## src/rtl/core/esm_pkg.sv

```systemverilog
// Shared constants and types for the EVM squared meter.
`default_nettype none
package esm_pkg;

  localparam int SAMPLE_BITS = 16;
  localparam int COUNT_BITS  = 16;
  localparam int CUT_W       = 15;
  localparam int SPM_W       = 16;
  localparam int CFG_W       = 16;
  localparam int CFG_IDX_W   = 1;
  localparam int SUM_W       = 52;
  localparam int RATIO_W     = 32;
  localparam int FRAC_BITS   = 16;

  // difference of two samples and the sum of two squares
  localparam int DIFF_W = SAMPLE_BITS + 1;
  localparam int PROD_W = 2 * DIFF_W;
  localparam int TERM_W = 2 * SAMPLE_BITS + 1;

  // compare width for position, cut and mode length
  localparam int CMP_W = ((COUNT_BITS > SPM_W) ? COUNT_BITS : SPM_W) + 2;

  // queue between accumulator and divider
  localparam int QDEPTH = 2;
  localparam int QPTR_W = (QDEPTH > 1) ? $clog2(QDEPTH) : 1;
  localparam int QCNT_W = $clog2(QDEPTH + 1);

  localparam int STEP_W = $clog2(RATIO_W);

  typedef enum logic [CFG_IDX_W-1:0] {
    REG_CUT = 1'b0,
    REG_SPM = 1'b1
  } cfg_reg_t;

  typedef struct packed {
    logic [SUM_W-1:0] err;
    logic [SUM_W-1:0] pwr;
  } sums_t;

endpackage
`default_nettype wire

```

## src/rtl/core/esm_back.sv

```systemverilog
// Back end: bit-serial ratio divider with saturation and zero-power flags, result register.
`default_nettype none
module esm_back import esm_pkg::*; (
  input  wire logic                clk,
  input  wire logic                rst_n,
  input  wire logic                q_empty,
  input  wire sums_t               q_data,
  output logic                     q_pop,
  output logic                     out_empty,
  input  wire logic                out_pop,
  output logic [RATIO_W-1:0]       out_evm_ratio,
  output logic                     out_ratio_saturated,
  output logic                     out_zero_power
);

  typedef enum logic [1:0] {
    S_IDLE,
    S_RUN,
    S_HOLD
  } state_t;

  state_t             state_r, state_nxt;
  logic [SUM_W-1:0]   pwr_r, pwr_nxt;
  logic [SUM_W-1:0]   rem_r, rem_nxt;
  logic [RATIO_W-1:0] quo_r, quo_nxt;
  logic [STEP_W-1:0]  step_r, step_nxt;
  logic               sat_r, sat_nxt, zero_r, zero_nxt;
  logic               out_valid_r, out_valid_nxt;
  logic [RATIO_W-1:0] out_ratio_r, out_ratio_nxt;
  logic               out_sat_r, out_sat_nxt, out_zero_r, out_zero_nxt;

  logic [SUM_W-1:0] err_hi, err_sh;
  logic             is_zero, is_sat;
  logic [SUM_W:0]   trial, diff;
  logic             ge;

  // quotient has RATIO_W bits, so the first partial remainder is err >> 16
  assign err_hi  = q_data.err >> (RATIO_W - FRAC_BITS);
  assign err_sh  = q_data.err << FRAC_BITS;
  assign is_zero = (q_data.pwr == '0);
  assign is_sat  = !is_zero && (err_hi >= q_data.pwr);

  assign trial = {rem_r, quo_r[RATIO_W-1]};
  assign diff  = trial - {1'b0, pwr_r};
  assign ge    = !diff[SUM_W];

  assign q_pop = (state_r == S_IDLE) && !q_empty;

  always_comb begin
    state_nxt     = state_r;
    pwr_nxt       = pwr_r;
    rem_nxt       = rem_r;
    quo_nxt       = quo_r;
    step_nxt      = step_r;
    sat_nxt       = sat_r;
    zero_nxt      = zero_r;
    out_valid_nxt = out_valid_r && !out_pop;
    out_ratio_nxt = out_ratio_r;
    out_sat_nxt   = out_sat_r;
    out_zero_nxt  = out_zero_r;
    unique case (state_r)
      S_IDLE: begin
        if (!q_empty) begin
          pwr_nxt  = q_data.pwr;
          sat_nxt  = is_sat;
          zero_nxt = is_zero;
          step_nxt = '0;
          if (is_zero || is_sat) begin
            quo_nxt   = '1;
            state_nxt = S_HOLD;
          end else begin
            rem_nxt   = err_hi;
            quo_nxt   = err_sh[RATIO_W-1:0];
            state_nxt = S_RUN;
          end
        end
      end
      S_RUN: begin
        // one restoring step: shift in the next dividend bit, subtract if it fits
        rem_nxt  = ge ? diff[SUM_W-1:0] : trial[SUM_W-1:0];
        quo_nxt  = {quo_r[RATIO_W-2:0], ge};
        step_nxt = step_r + STEP_W'(1);
        if (step_r == STEP_W'(RATIO_W - 1)) begin
          state_nxt = S_HOLD;
        end
      end
      S_HOLD: begin
        if (!out_valid_r || out_pop) begin
          out_valid_nxt = 1'b1;
          out_ratio_nxt = quo_r;
          out_sat_nxt   = sat_r;
          out_zero_nxt  = zero_r;
          state_nxt     = S_IDLE;
        end
      end
      default: state_nxt = S_IDLE;
    endcase
  end

  always_ff @(posedge clk) begin
    if (!rst_n) begin
      state_r     <= S_IDLE;
      out_valid_r <= 1'b0;
    end else begin
      state_r     <= state_nxt;
      out_valid_r <= out_valid_nxt;
    end
    pwr_r       <= pwr_nxt;
    rem_r       <= rem_nxt;
    quo_r       <= quo_nxt;
    step_r      <= step_nxt;
    sat_r       <= sat_nxt;
    zero_r      <= zero_nxt;
    out_ratio_r <= out_ratio_nxt;
    out_sat_r   <= out_sat_nxt;
    out_zero_r  <= out_zero_nxt;
  end

  assign out_empty           = !out_valid_r;
  assign out_evm_ratio       = out_ratio_r;
  assign out_ratio_saturated = out_sat_r;
  assign out_zero_power      = out_zero_r;

  a_run_nonzero: assert property (@(posedge clk) disable iff (!rst_n)
    (state_r == S_RUN) |-> (pwr_r != '0))
    else $error("divider running on zero power");

  a_flag_ratio: assert property (@(posedge clk) disable iff (!rst_n)
    (out_valid_r && (out_zero_r || out_sat_r)) |->
      ((out_ratio_r == '1) && !(out_zero_r && out_sat_r)))
    else $error("flagged result without clamped ratio");

endmodule
`default_nettype wire

```

## config.mk

```make
export PLATFORM = sky130hd
export DESIGN_NAME = esm_back
export DESIGN_NICKNAME = d
export VERILOG_FILES = /design/src/rtl/core/esm_pkg.sv /design/src/rtl/core/esm_back.sv
export SDC_FILE = /design/constraint.sdc
export NUM_CORES = 1
export LEC_CHECK = 0
export BUFFER_PORTS_ARGS = -buffer_cell sky130_fd_sc_hd__buf_4
export CAP_MARGIN = 20
export CORE_ASPECT_RATIO = 0.6
export CORE_UTILIZATION = 55
export CTS_BUF_LIST = sky130_fd_sc_hd__clkbuf_8
export DETAILED_ROUTE_END_ITERATION = 7
export PLACE_DENSITY = 0.8
export SLEW_MARGIN = 10
export SYNTH_ARGS = -nofsm -noshare
export SYNTH_HDL_FRONTEND = slang
export SYNTH_SLANG_ARGS = --single-unit
```

## constraint.sdc

```tcl
create_clock -name clk -period 4.8 [get_ports clk]
set_input_delay 0.48 -clock clk [delete_from_list [all_inputs] [get_ports clk]]
set_output_delay 0.48 -clock clk [all_outputs]
set_load 0.005 [all_outputs]
```

==> impl_metrics.tcl <==
set metrics [dict create \
    synth_nets 1321 \
    port_buffers 143 \
    synth-async-reset-ratio_pct 0 \
    post_cts_resized 0 \
    critPathMaxFanout 35 \
    gr-total-overflow 0 \
    crit_path_end "rem_r[33]$_DFFE_PP_" \
    worstSetupPathType "reg2reg" \
    synth.yosys.seq_area_share_pct 49.01 \
    max-vdd-ir-drop_mv 0.2382 \
    timing.rr.end "rem_r[33]$_DFFE_PP_" \
    avgRoutedWirePerCell_um 18.85 \
    viasPerCell 5.943 \
    fp.dieW_um 184.3 \
    pin_count 144 \
    syn_area_per_cell_um2 9.774 \
    slowest_delay_ns 0.46 \
    drive_gt1_share_pct 16.85 \
    antenna_found_initial 0 \
    drc_errors 0 \
    grt_max_degree 50 \
    cts_inserted_buffers 17 \
    clk_path_buf_depth 2 \
    die_area_mm2 0.02053 \
    leakagePower_nw 5.610 \
    syn_inst 1122 \
    diodes 0 \
    coreArea_mm2 0.01927 \
    finalCriticalPeriod_ns 4.071 \
    drt_iter0_drc 967 \
    post-cts-setup-buffers 0 \
    cp.arrival_ns 4.37 \
    crit_slowest_cell "buf_4" \
    skew_ns 0.01244 \
    start_util_pct 56.90 \
    synth-edff-count 177 \
    startpoint "quo_r[31]$_DFFE_PP_" \
    cts_num_sinks 180 \
    fp-row-count 39 \
    fin_tns_setup_ns 0 \
    dp.final_hpwl_mm 21.61 \
    fin_nets 1456 \
    cp_data_required_time_ns 5.09 \
    hold_ws_ns 0.1753 \
    startpoint_type "flip-flop" \
    hold_violations 0 \
    rsz0062_at_grt "no" \
    grt_pass1_wl_mm 46.13 \
    gr-usage-all-layers_pct 29.14 \
    cts.reportedPaths.clkPinSlew_ns 0.11 \
    dr_total_vias 9129 \
    syn_area_mm2 0.01097 \
    tightest_slew_ns 1.095 \
    min_path_type "in2reg" \
    yosys.cell_types.count 63 \
    ys_ff_latch 180 \
    rr_worst_depth 14 \
    endpoint_kind "flip-flop" \
    drv_cap 0 \
    path_cells "inv_1 -> ha_1 -> fa_1 -> nor2b_1 -> o31a_1 -> o21ai_2 -> o21ba_2 -> o21a_1 -> o22ai_1 -> or3_1 -> nand2_2 -> buf_4 -> nand2_1 -> a31oi_1" \
    r2r_setup_slack_ns 0.73 \
    fillCellCount 1566 \
    finalSetupViolations 0 \
    max_freq_mhz 245.6 \
    power_density_mw_per_mm2 386.2 \
    routed_wl_mm 28.96 \
    synth_flop_cell "edfxtp_1" \
    h-tree-depth 4 \
    clock_latency_ns 0.49 \
    die_y_um 111.4 \
    firstDrtPassIters 7 \
    hold_buffers 0 \
    drv_slew 0 \
    final_antenna_net_count 0 \
    yosys_warnings 0 \
    status "complete, no violations" \
    root_buffer "clkbuf_8" \
    areaGrowthSynthToFinish_pct 16.52 \
    fin_crit_sh_pct 84.82 \
    grt_pass1_vias 8649 \
    tritoncts "built" \
    gp_congestion 0.9372 \
    reg2reg_from "quo_r[31]$_DFFE_PP_" \
    slew_headroom_pct 26.85 \
]
cell families after synthesis:
logic type	share of synthesized area (%)
compound gates	16.09
xor+xnor	3.434
fa+ha+maj	10.45
buf+inv	5.282
flops	49.01
simple gates	15.73
worst min path at each step:
| stage | startpoint | cells past startpoint | to |
|---|---|---|---|
| 2_1_floorplan | sat_r$_DFFE_PP_ | 0 | out_ratio_saturated$_DFFE_PP_ |
| 3_3_place_gp | sat_r$_DFFE_PP_ | 0 | out_ratio_saturated$_DFFE_PP_ |
| 3_5_place_dp | zero_r$_DFFE_PP_ | 0 | out_zero_power$_DFFE_PP_ |
| 4_1_cts | q_data[45] | 1 | pwr_r[45]$_DFFE_PP_ |
| 5_1_grt | q_data[41] | 1 | pwr_r[41]$_DFFE_PP_ |
| 6_report | q_data[45] | 1 | pwr_r[45]$_DFFE_PP_ |
power by group:
group,switching [mW],total (mW),internal (mW)
clock,0.654,1.10,0.446
combinational,1.12,1.79,0.672
sequential,0.0907,2.05,1.96
total,1.86,4.94,3.07
layer usage:
metal  GRT usage (%)  part of all wire (%)  vias up
met5               0                     0        -
met4           6.278                   1.4        0
met3           10.93                    13       35
met2           39.75                    40      491
met1           43.71                    46     4257
li1                -                     -     4346
cell usage after synthesis (5+ instances only):
library cell    n  area, µm²
or4_1           7      52.55
a31oi_1        40      250.2
inv_1         105      394.1
edfxtp_1      177       5315
nand2b_1        7      43.79
clkbuf_1       29      108.9
a21oi_1        87      435.4
o21bai_1        8      60.06
o31ai_1         5      37.54
o21a_1          5      37.54
a21o_1         36      270.3
xnor2_1        25      219.0
nand4_1        22      137.6
o21ai_0        47      235.2
nand3_1        18      90.09
ha_1           90       1126
o211ai_1        8      60.06
xor2_1         18      157.7
nand2_1       196      735.7
nor4_1         16      100.1
buf_4           6      45.04
nor3_1         14      70.07
nor2_1         71      266.5
and2_1          6      37.54
nor2b_1         5      31.28
flip-flops by register name, summed over array words and instances, names as in the netlist, 2 cells and up:
signal and cells:
state_r 2, step_r 5, out_evm_ratio 32, quo_r 32, pwr_r 52, rem_r 52
worst max-delay path, delay by kind of cell (launching register included):
kind	cells	cell delay, ns
simple gates	4	0.89
compound gates	6	1.54
buf+inv	2	0.54
fa+ha+maj	2	0.46
flops	1	0.45
metrics by stage:
stage	instances	worst slack [ns]	util (%)	instance area [µm²]	total power, mW
6_report	1536	0.7287	66.30	12780	4.936
5_1_grt	1536	0.5200	66.30	12780	5.215
4_1_cts	1536	0.8720	66.30	12780	4.899
3_5_place_dp	1504	0.6610	64.08	12350	3.807
3_3_place_gp	1504	0.7790	64.08	12350	3.762
2_1_floorplan	1122	0.5720	-	10970	3.342
layout by cell type, fill, tap and decap left out, drive strengths merged, types with 9 or more instances in the layout:
| cell | n |
|---|---|
| nand2 | 197 |
| nor2 | 71 |
| o21ai | 50 |
| a21o | 36 |
| a31oi | 40 |
| nand4 | 24 |
| nand3 | 18 |
| nor3 | 15 |
| inv | 110 |
| ha | 90 |
| nor4 | 16 |
| xnor2 | 25 |
| clkinv | 9 |
| xor2 | 18 |
| edfxtp | 177 |
| buf | 158 |
| o21bai | 9 |
| a21oi | 87 |
| clkbuf | 17 |
layout make-up:
class	count	area [µm²]	share of cell area (%)
Clock inverter	15	192.7	1.508
Inverter	105	394.1	3.084
Tap cell	266	332.8	2.605
Clock buffer	17	234.0	1.831
Timing Repair Buffer	158	1199	9.380
Sequential cell	180	5375	42.06
Multi-Input combinational cell	795	5051	39.53
Note: power is estimated with default switching activity, not from simulation.
