===== config.mk =====
export PLATFORM = sky130hd
export DESIGN_NAME = esm_fifo
export DESIGN_NICKNAME = d
export VERILOG_FILES = /design/src/rtl/core/esm_pkg.sv /design/src/rtl/core/esm_fifo.sv
export SDC_FILE = /design/constraint.sdc
export NUM_CORES = 1
export LEC_CHECK = 0
export BUFFER_PORTS_ARGS = -buffer_cell sky130_fd_sc_hd__buf_2
export CAP_MARGIN = 5
export CORE_MARGIN = 8
export CORE_UTILIZATION = 45
export CTS_CLUSTER_DIAMETER = 100
export DETAILED_ROUTE_END_ITERATION = 10
export MAX_ROUTING_LAYER = met4
export PLACE_DENSITY_LB_ADDON = 0.25
export SKIP_CTS_REPAIR_TIMING = 1
export SYNTH_ARGS = -nofsm -noshare
export SYNTH_HDL_FRONTEND = slang
export SYNTH_SLANG_ARGS = --single-unit

===== constraint.sdc =====
create_clock -name clk -period 7.6 [get_ports clk]
set_input_delay 1.52 -clock clk [delete_from_list [all_inputs] [get_ports clk]]
set_output_delay 1.52 -clock clk [all_outputs]
set_load 0.05 [all_outputs]

===== src/rtl/core/esm_pkg.sv =====
// Shared constants and types for the EVM squared meter.
`default_nettype none
package esm_pkg;

  localparam int SAMPLE_BITS = 16;
  localparam int COUNT_BITS  = 16;
  localparam int CUT_W       = 15;
  localparam int SPM_W       = 16;
  localparam int CFG_W       = 16;
  localparam int CFG_IDX_W   = 1;
  localparam int SUM_W       = 52;
  localparam int RATIO_W     = 32;
  localparam int FRAC_BITS   = 16;

  // difference of two samples and the sum of two squares
  localparam int DIFF_W = SAMPLE_BITS + 1;
  localparam int PROD_W = 2 * DIFF_W;
  localparam int TERM_W = 2 * SAMPLE_BITS + 1;

  // compare width for position, cut and mode length
  localparam int CMP_W = ((COUNT_BITS > SPM_W) ? COUNT_BITS : SPM_W) + 2;

  // queue between accumulator and divider
  localparam int QDEPTH = 2;
  localparam int QPTR_W = (QDEPTH > 1) ? $clog2(QDEPTH) : 1;
  localparam int QCNT_W = $clog2(QDEPTH + 1);

  localparam int STEP_W = $clog2(RATIO_W);

  typedef enum logic [CFG_IDX_W-1:0] {
    REG_CUT = 1'b0,
    REG_SPM = 1'b1
  } cfg_reg_t;

  typedef struct packed {
    logic [SUM_W-1:0] err;
    logic [SUM_W-1:0] pwr;
  } sums_t;

endpackage
`default_nettype wire


===== src/rtl/core/esm_fifo.sv =====
// Short queue of frame totals between accumulator and divider.
`default_nettype none
module esm_fifo import esm_pkg::*; (
  input  wire logic              clk,
  input  wire logic              rst_n,
  input  wire logic              push,
  input  wire sums_t             din,
  input  wire logic              pop,
  output sums_t                  dout,
  output logic                   empty,
  output logic [QCNT_W-1:0]      count
);

  sums_t             mem_r [QDEPTH];
  logic [QPTR_W-1:0] wr_ptr_r, rd_ptr_r;
  logic [QCNT_W-1:0] count_r;

  function automatic logic [QPTR_W-1:0] ptr_inc(input logic [QPTR_W-1:0] p);
    ptr_inc = (p == QPTR_W'(QDEPTH - 1)) ? '0 : p + QPTR_W'(1);
  endfunction

  assign dout  = mem_r[rd_ptr_r];
  assign empty = (count_r == '0);
  assign count = count_r;

  always_ff @(posedge clk) begin
    if (!rst_n) begin
      wr_ptr_r <= '0;
      rd_ptr_r <= '0;
      count_r  <= '0;
    end else begin
      if (push) begin
        wr_ptr_r <= ptr_inc(wr_ptr_r);
      end
      if (pop) begin
        rd_ptr_r <= ptr_inc(rd_ptr_r);
      end
      if (push && !pop) begin
        count_r <= count_r + QCNT_W'(1);
      end else if (pop && !push) begin
        count_r <= count_r - QCNT_W'(1);
      end
    end
  end

  always_ff @(posedge clk) begin
    if (push) begin
      mem_r[wr_ptr_r] <= din;
    end
  end

  a_no_overflow: assert property (@(posedge clk) disable iff (!rst_n)
    push |-> (count_r != QCNT_W'(QDEPTH)))
    else $error("queue written while full");

  a_no_underflow: assert property (@(posedge clk) disable iff (!rst_n)
    pop |-> !empty)
    else $error("queue read while empty");

endmodule
`default_nettype wire


==> results of run 1 <==
## cell families (layout without fill, tap and decap cells)
logic type,Yosys count,count (layout),synth area share [%]
AND/OR/NAND/NOR,8,8,0.5968
XOR/XNOR,3,3,0.3299
buffers and inverters,13,257,1.476
flip-flops,213,213,79.66
AO/OA/AOI/OAI,3,3,0.2513
multiplexers,104,104,17.53
adder cells (fa/ha/maj),1,1,0.1570
## cells in the final DEF (no fill, tap or decap)
cell type  Yosys  layout
dfxtp_4        0       1
ha_1           1       1
nor2b_4        0       1
o21ai_0        1       1
buf_2          4     214
clkbuf_16      0      23
clkbuf_1       0       7
dfxtp_1        5       4
nor2_1         1       1
o21a_1         1       1
clkinv_1       0       4
nor2b_1        2       1
inv_1          1       1
edfxtp_1     208     208
mux2_2        44      44
or3_1          1       1
mux2_4        60      60
a21boi_0       1       1
xor2_1         2       2
buf_4          0       4
bufinv_16      0       2
xnor2_1        1       1
and2_1         4       3
and2_4         0       1
clkbuf_8       0       1
clkinv_2       0       1
## registers in the layout, summed over array words and instances (netlist names), named ones only
name and cells:
mem_r 208, count 2, rd_ptr_r 1, wr_ptr_r 1
## cell type report
class                           count  area (um2)  share of cell area (%)
Tap cell                          225       281.5                   2.831
Multi-Input combinational cell    119        1513                   15.21
Clock buffer                       31       615.6                   6.190
Clock inverter                      7       80.08                  0.8052
Inverter                            1       3.754                 0.03775
Timing Repair Buffer              218        1101                   11.07
Sequential cell                   213        6350                   63.85
## routing by layer
layer	part of all wire, %	up-vias	wire length (um)	global-route usage, %
met2	49	165	7685	22.71
met3	8.1	26	1271	3.459
met1	41	1941	6342	16.41
met4	2.1	0	327	4.341
met5	0	-	0	-
li1	-	1822	-	-
## worst max-delay path: cells and delay by family (launching register included)
kind / cells / cell delay (ns)
buffers and inverters: 2 / 0.96
multiplexers: 1 / 0.41
flip-flops: 1 / 0.98
## final timing paths
check / start / to / slack, ns
worst max-delay path: register / dout[84] / 3.17
worst min-delay path: count[1] / count[1] / 0.58
worst max register to register: wr_ptr_r / mem_r[1][56] / 5.46
worst min register to register: count[1] / count[1] / 0.58
## where the power goes
part	switching [uW]	total, uW	internal, uW
clock	408	1040	628
combinational	310	453	143
sequential	30.0	1390	1360
## per-stage QoR
stage / utilization, % / hold slack [ns] / std cells / total power (uW)
global route: 57.49 / 0.5847 / 814 / 2977
CTS: 57.49 / 0.5743 / 814 / 2915
floorplan: - / 0.5546 / 345 / 1768
global placement: 53.47 / 0.5022 / 776 / 1864
detailed placement: 53.47 / 0.5637 / 776 / 1874
finish: 57.49 / 0.5763 / 814 / 2878
==> impl_metrics.ini, run 1 <==
[yosys]
synth_area_um2 = 7966
yosysUniqueCellTypes = 18
avgSynthCellArea_um2 = 23.09
async_reset_ff_share_pct = 0
syn_nets = 454
ys.flop_type = edfxtp_1
synth_common_cells = edfxtp_1 (208), mux2_4 (60), mux2_2 (44)
synth-edff-count = 208
synth_most_common_cell = edfxtp_1
ys_ff_latch = 213
synthTopCellsByArea = edfxtp_1 (78%), mux2_4 (11%), mux2_2 (6.2%), dfxtp_1 (1.3%), buf_6 (0.99%)
synth_top_area_share_pct = 78.40
ys_seq_area_share_pct = 79.66
yosys_warnings = 0
yosysTopAreaCell = edfxtp_1
syn_inst = 345

[cts]
clkTransAtPathRegs_ns = 0.06
numCtsBuffers = 22
cts_buffer_depth = 3
h-tree-depth = 1
cts_tree = done
cts_root_buf = clkbuf_16
clkLatencyLatePin_ns = 0.49
cts.sinks = 213

[grt]
grt_overflow = 0
grt_pass1_wl_um = 23200
grt_max_degree = 63
grt_pass1_vias = 4380
gr-usage-all-layers_pct = 13.79
antenna_found_initial = 0

[place]
dpl.hpwl_um = 10650
gp_congestion = 0.6910
io_buffers = 214
pre_cts_ws_ns = 3.637
placed_area_um2 = 9249

[routing]
dr.pass1.iters = 4
drc = 0
drtIter0Drc = 191
routedWlPerCell_um = 19.20
vias = 3954
antenna_left = 0
routed_wl_um = 15630
viasPerCell = 4.857

[power_and_ir_drop]
peakVddDrop_mv = 0.1952
leakage_uw = 0.003867
cellPowerDensity_nw_per_um2 = 289.4

[sta]
slew_headroom_pct = 35.60
skew_ns = 0.01047
rsz0062_at_grt = no
finalMaxSlewViolations = 0
tns_ns = 0
finalHoldViolCount = 0
post-route-min-period_ns = 4.433
worst_slack_ns = 3.167
worstMarginPinSlew_ns = 0.9660
fin_crit_sh_pct = 58.33
finalSetupViolations = 0
max_freq_mhz = 225.6

[critical_path]
critPathSlowestCell = dfxtp_4
rr_worst_depth = 2
end_kind = output port
worstPathMaxFanout = 62
arrival_ns = 2.91
cp_slowest_stage_delay_ns = 0.98
crit_type = register to output port
critPathRequiredTime_ns = 6.08
critical_path.startpoint_type = register
worstPathCellList = buf_4 -> mux2_2 -> buf_2

[outcome]
status = complete, no violations

[layout]
drive_above_1_share_pct = 59.76
finalNetCount = 684
fin_area_um2 = 9945
area.growth.synth_to_final_pct = 24.83
nFillCells = 1370
n_antenna_cell = 0

[floorplan]
die_h_um = 149.1
ios = 215
initial_utilization_pct = 46.06
rows = 48
core_um2 = 17300
die_w_um = 149.1
die_area_um2 = 22220

[worst_hold_path]
hold_depth = 2
min_path_type = register to register

[job]
maxCapViolCount = 0
Power figures use the tool's default switching activity.
==> inputs of run 2 (changes only) <==
clock period = 4.3 ns   (was 7.6 ns; I/O delays follow)
==> run 2 against run 1 <==
  * Register-to-register slack worse by 3.1 ns
  * Routed wire length is 0.16% lower
  * First-iteration DRC count is 23% higher
  * Clock power is 65% higher
  * Cell area hardly changed
  * Sequential cell count stayed put
  * Sequential share of layout area is 0.056 points higher
  * Largest cell class unchanged
==> impl_metrics.ini, run 2 (synthesis results as in run 1) <==
[layout]
finalNetCount = 687
nFillCells = 1357
multiInputGateArea_um2 = 1513
final_cell_mix = buf_2 (214), edfxtp_1 (208), mux2_4 (60), mux2_2 (44), clkbuf_16 (23)
area.growth.synth_to_final_pct = 24.72
largest_reg_flops = 208
fin_area_um2 = 9936
final_common_cell = buf_2
seqCellArea_um2 = 6350
drive_above_1_share_pct = 59.70
regMostFlops = mem_r

[routing]
routed_wl_um = 15600
viasPerCell = 4.829
dr.pass1.iters = 4
drtIter0Drc = 234
antenna_left = 0
routedWlPerCell_um = 19.00
drc = 0
vias = 3965

[floorplan]
ios = 215
die_h_um = 149.1
core_um2 = 17300
rows = 48
die_w_um = 149.1
initial_utilization_pct = 46.06
die_area_um2 = 22220

[cts]
cts.sinks = 213
cts_tree = done
h-tree-depth = 1
cts_root_buf = clkbuf_16
numCtsBuffers = 23
clkTransAtPathRegs_ns = 0.06
cts_buffer_depth = 3
clkLatencyLatePin_ns = 0.50

[sta]
max_freq_mhz = 327.4
fin_crit_sh_pct = 71.03
skew_ns = 0.008142
finalMaxSlewViolations = 0
finalSetupViolations = 0
tns_ns = 0
post-route-min-period_ns = 3.054
rsz0062_at_grt = no
worstMarginPinSlew_ns = 0.8910
slew_headroom_pct = 40.60
finalHoldViolCount = 0

[critical_path]
worstPathMaxFanout = 63
critPathRequiredTime_ns = 3.44
critPathSlowestCell = dfxtp_4
worstPathCellList = buf_12 -> mux2_2 -> buf_2
arrival_ns = 2.19
critPathTopFamily = flip-flops
end_kind = output port
critical_path.startpoint_type = register
cp.buffers_inverters = 2
cp_slowest_stage_delay_ns = 0.63
crit_type = register to output port

[grt]
antenna_found_initial = 3
gr-usage-all-layers_pct = 13.98
grt_overflow = 0
grt_pass1_wl_um = 23540
grt_max_degree = 65
grt_pass1_vias = 4430

[power_and_ir_drop]
peakVddDrop_mv = 0.3610
cellPowerDensity_nw_per_um2 = 501.2
leakage_uw = 0.003861

[place]
dpl.hpwl_um = 10650
placed_area_um2 = 9276
io_buffers = 214
gp_congestion = 0.7281

[job]
maxCapViolCount = 0

[outcome]
status = complete, no violations

[worst_hold_path]
min_path_type = primary input to register
## run 2: cell types whose count changed in the layout (fill, tap and decap cells not counted), sizes merged
cell | before | now
clkbuf | 31 | 32
diode | 0 | 3
clkinv | 5 | 6
bufinv | 2 | 0
inv | 1 | 3
buf | 218 | 220
## run 2: layout make-up
class	instances	share of cell area (%)
Sequential cell	213	63.91
Inverter	1	0.03778
Timing Repair Buffer	220	11.36
Tap cell	225	2.833
Multi-Input combinational cell	119	15.22
Clock buffer	32	6.133
Clock inverter	8	0.4282
Antenna cell	3	0.07556
## run 2: path summary, 6_finish.rpt
kind,startpoint,end,slack [ns],cells past startpoint
setup / recovery,register,dout[89],1.25,3
hold reg to reg,count[1],count[1],0.57,2
hold / removal,din[20],mem_r[1][20],0.54,1
setup reg to reg,wr_ptr_r,mem_r[1][54],2.38,2
## run 2: per-layer routing
layer	share of wire [%]	global-route usage, %	wire length (um)
met4	1.6	3.988	254
met1	43	17.35	6645
met5	0	-	0
met2	46	21.11	7121
met3	10	5.249	1580
## run 2: report_power, final
group	total (uW)	switching, uW	internal, uW
clock network	1720	732	987
logic	821	566	255
registers	2440	39.0	2400
total	4980	1340	3640
## run 2: metrics by stage
stage / setup slack (ns) / total power [uW] / cells / hold slack, ns / utilization, %
finish: 1.246 / 4979 / 821 / 0.5433 / 57.44
detailed placement: 1.729 / 3316 / 778 / 0.5366 / 53.63
CTS: 1.204 / 5047 / 818 / 0.5172 / 57.40
floorplan: 0.2703 / 3120 / 345 / 0.5546 / -
global route: 1.122 / 5168 / 821 / 0.5185 / 57.44
global placement: 1.743 / 3301 / 778 / 0.5140 / 53.63
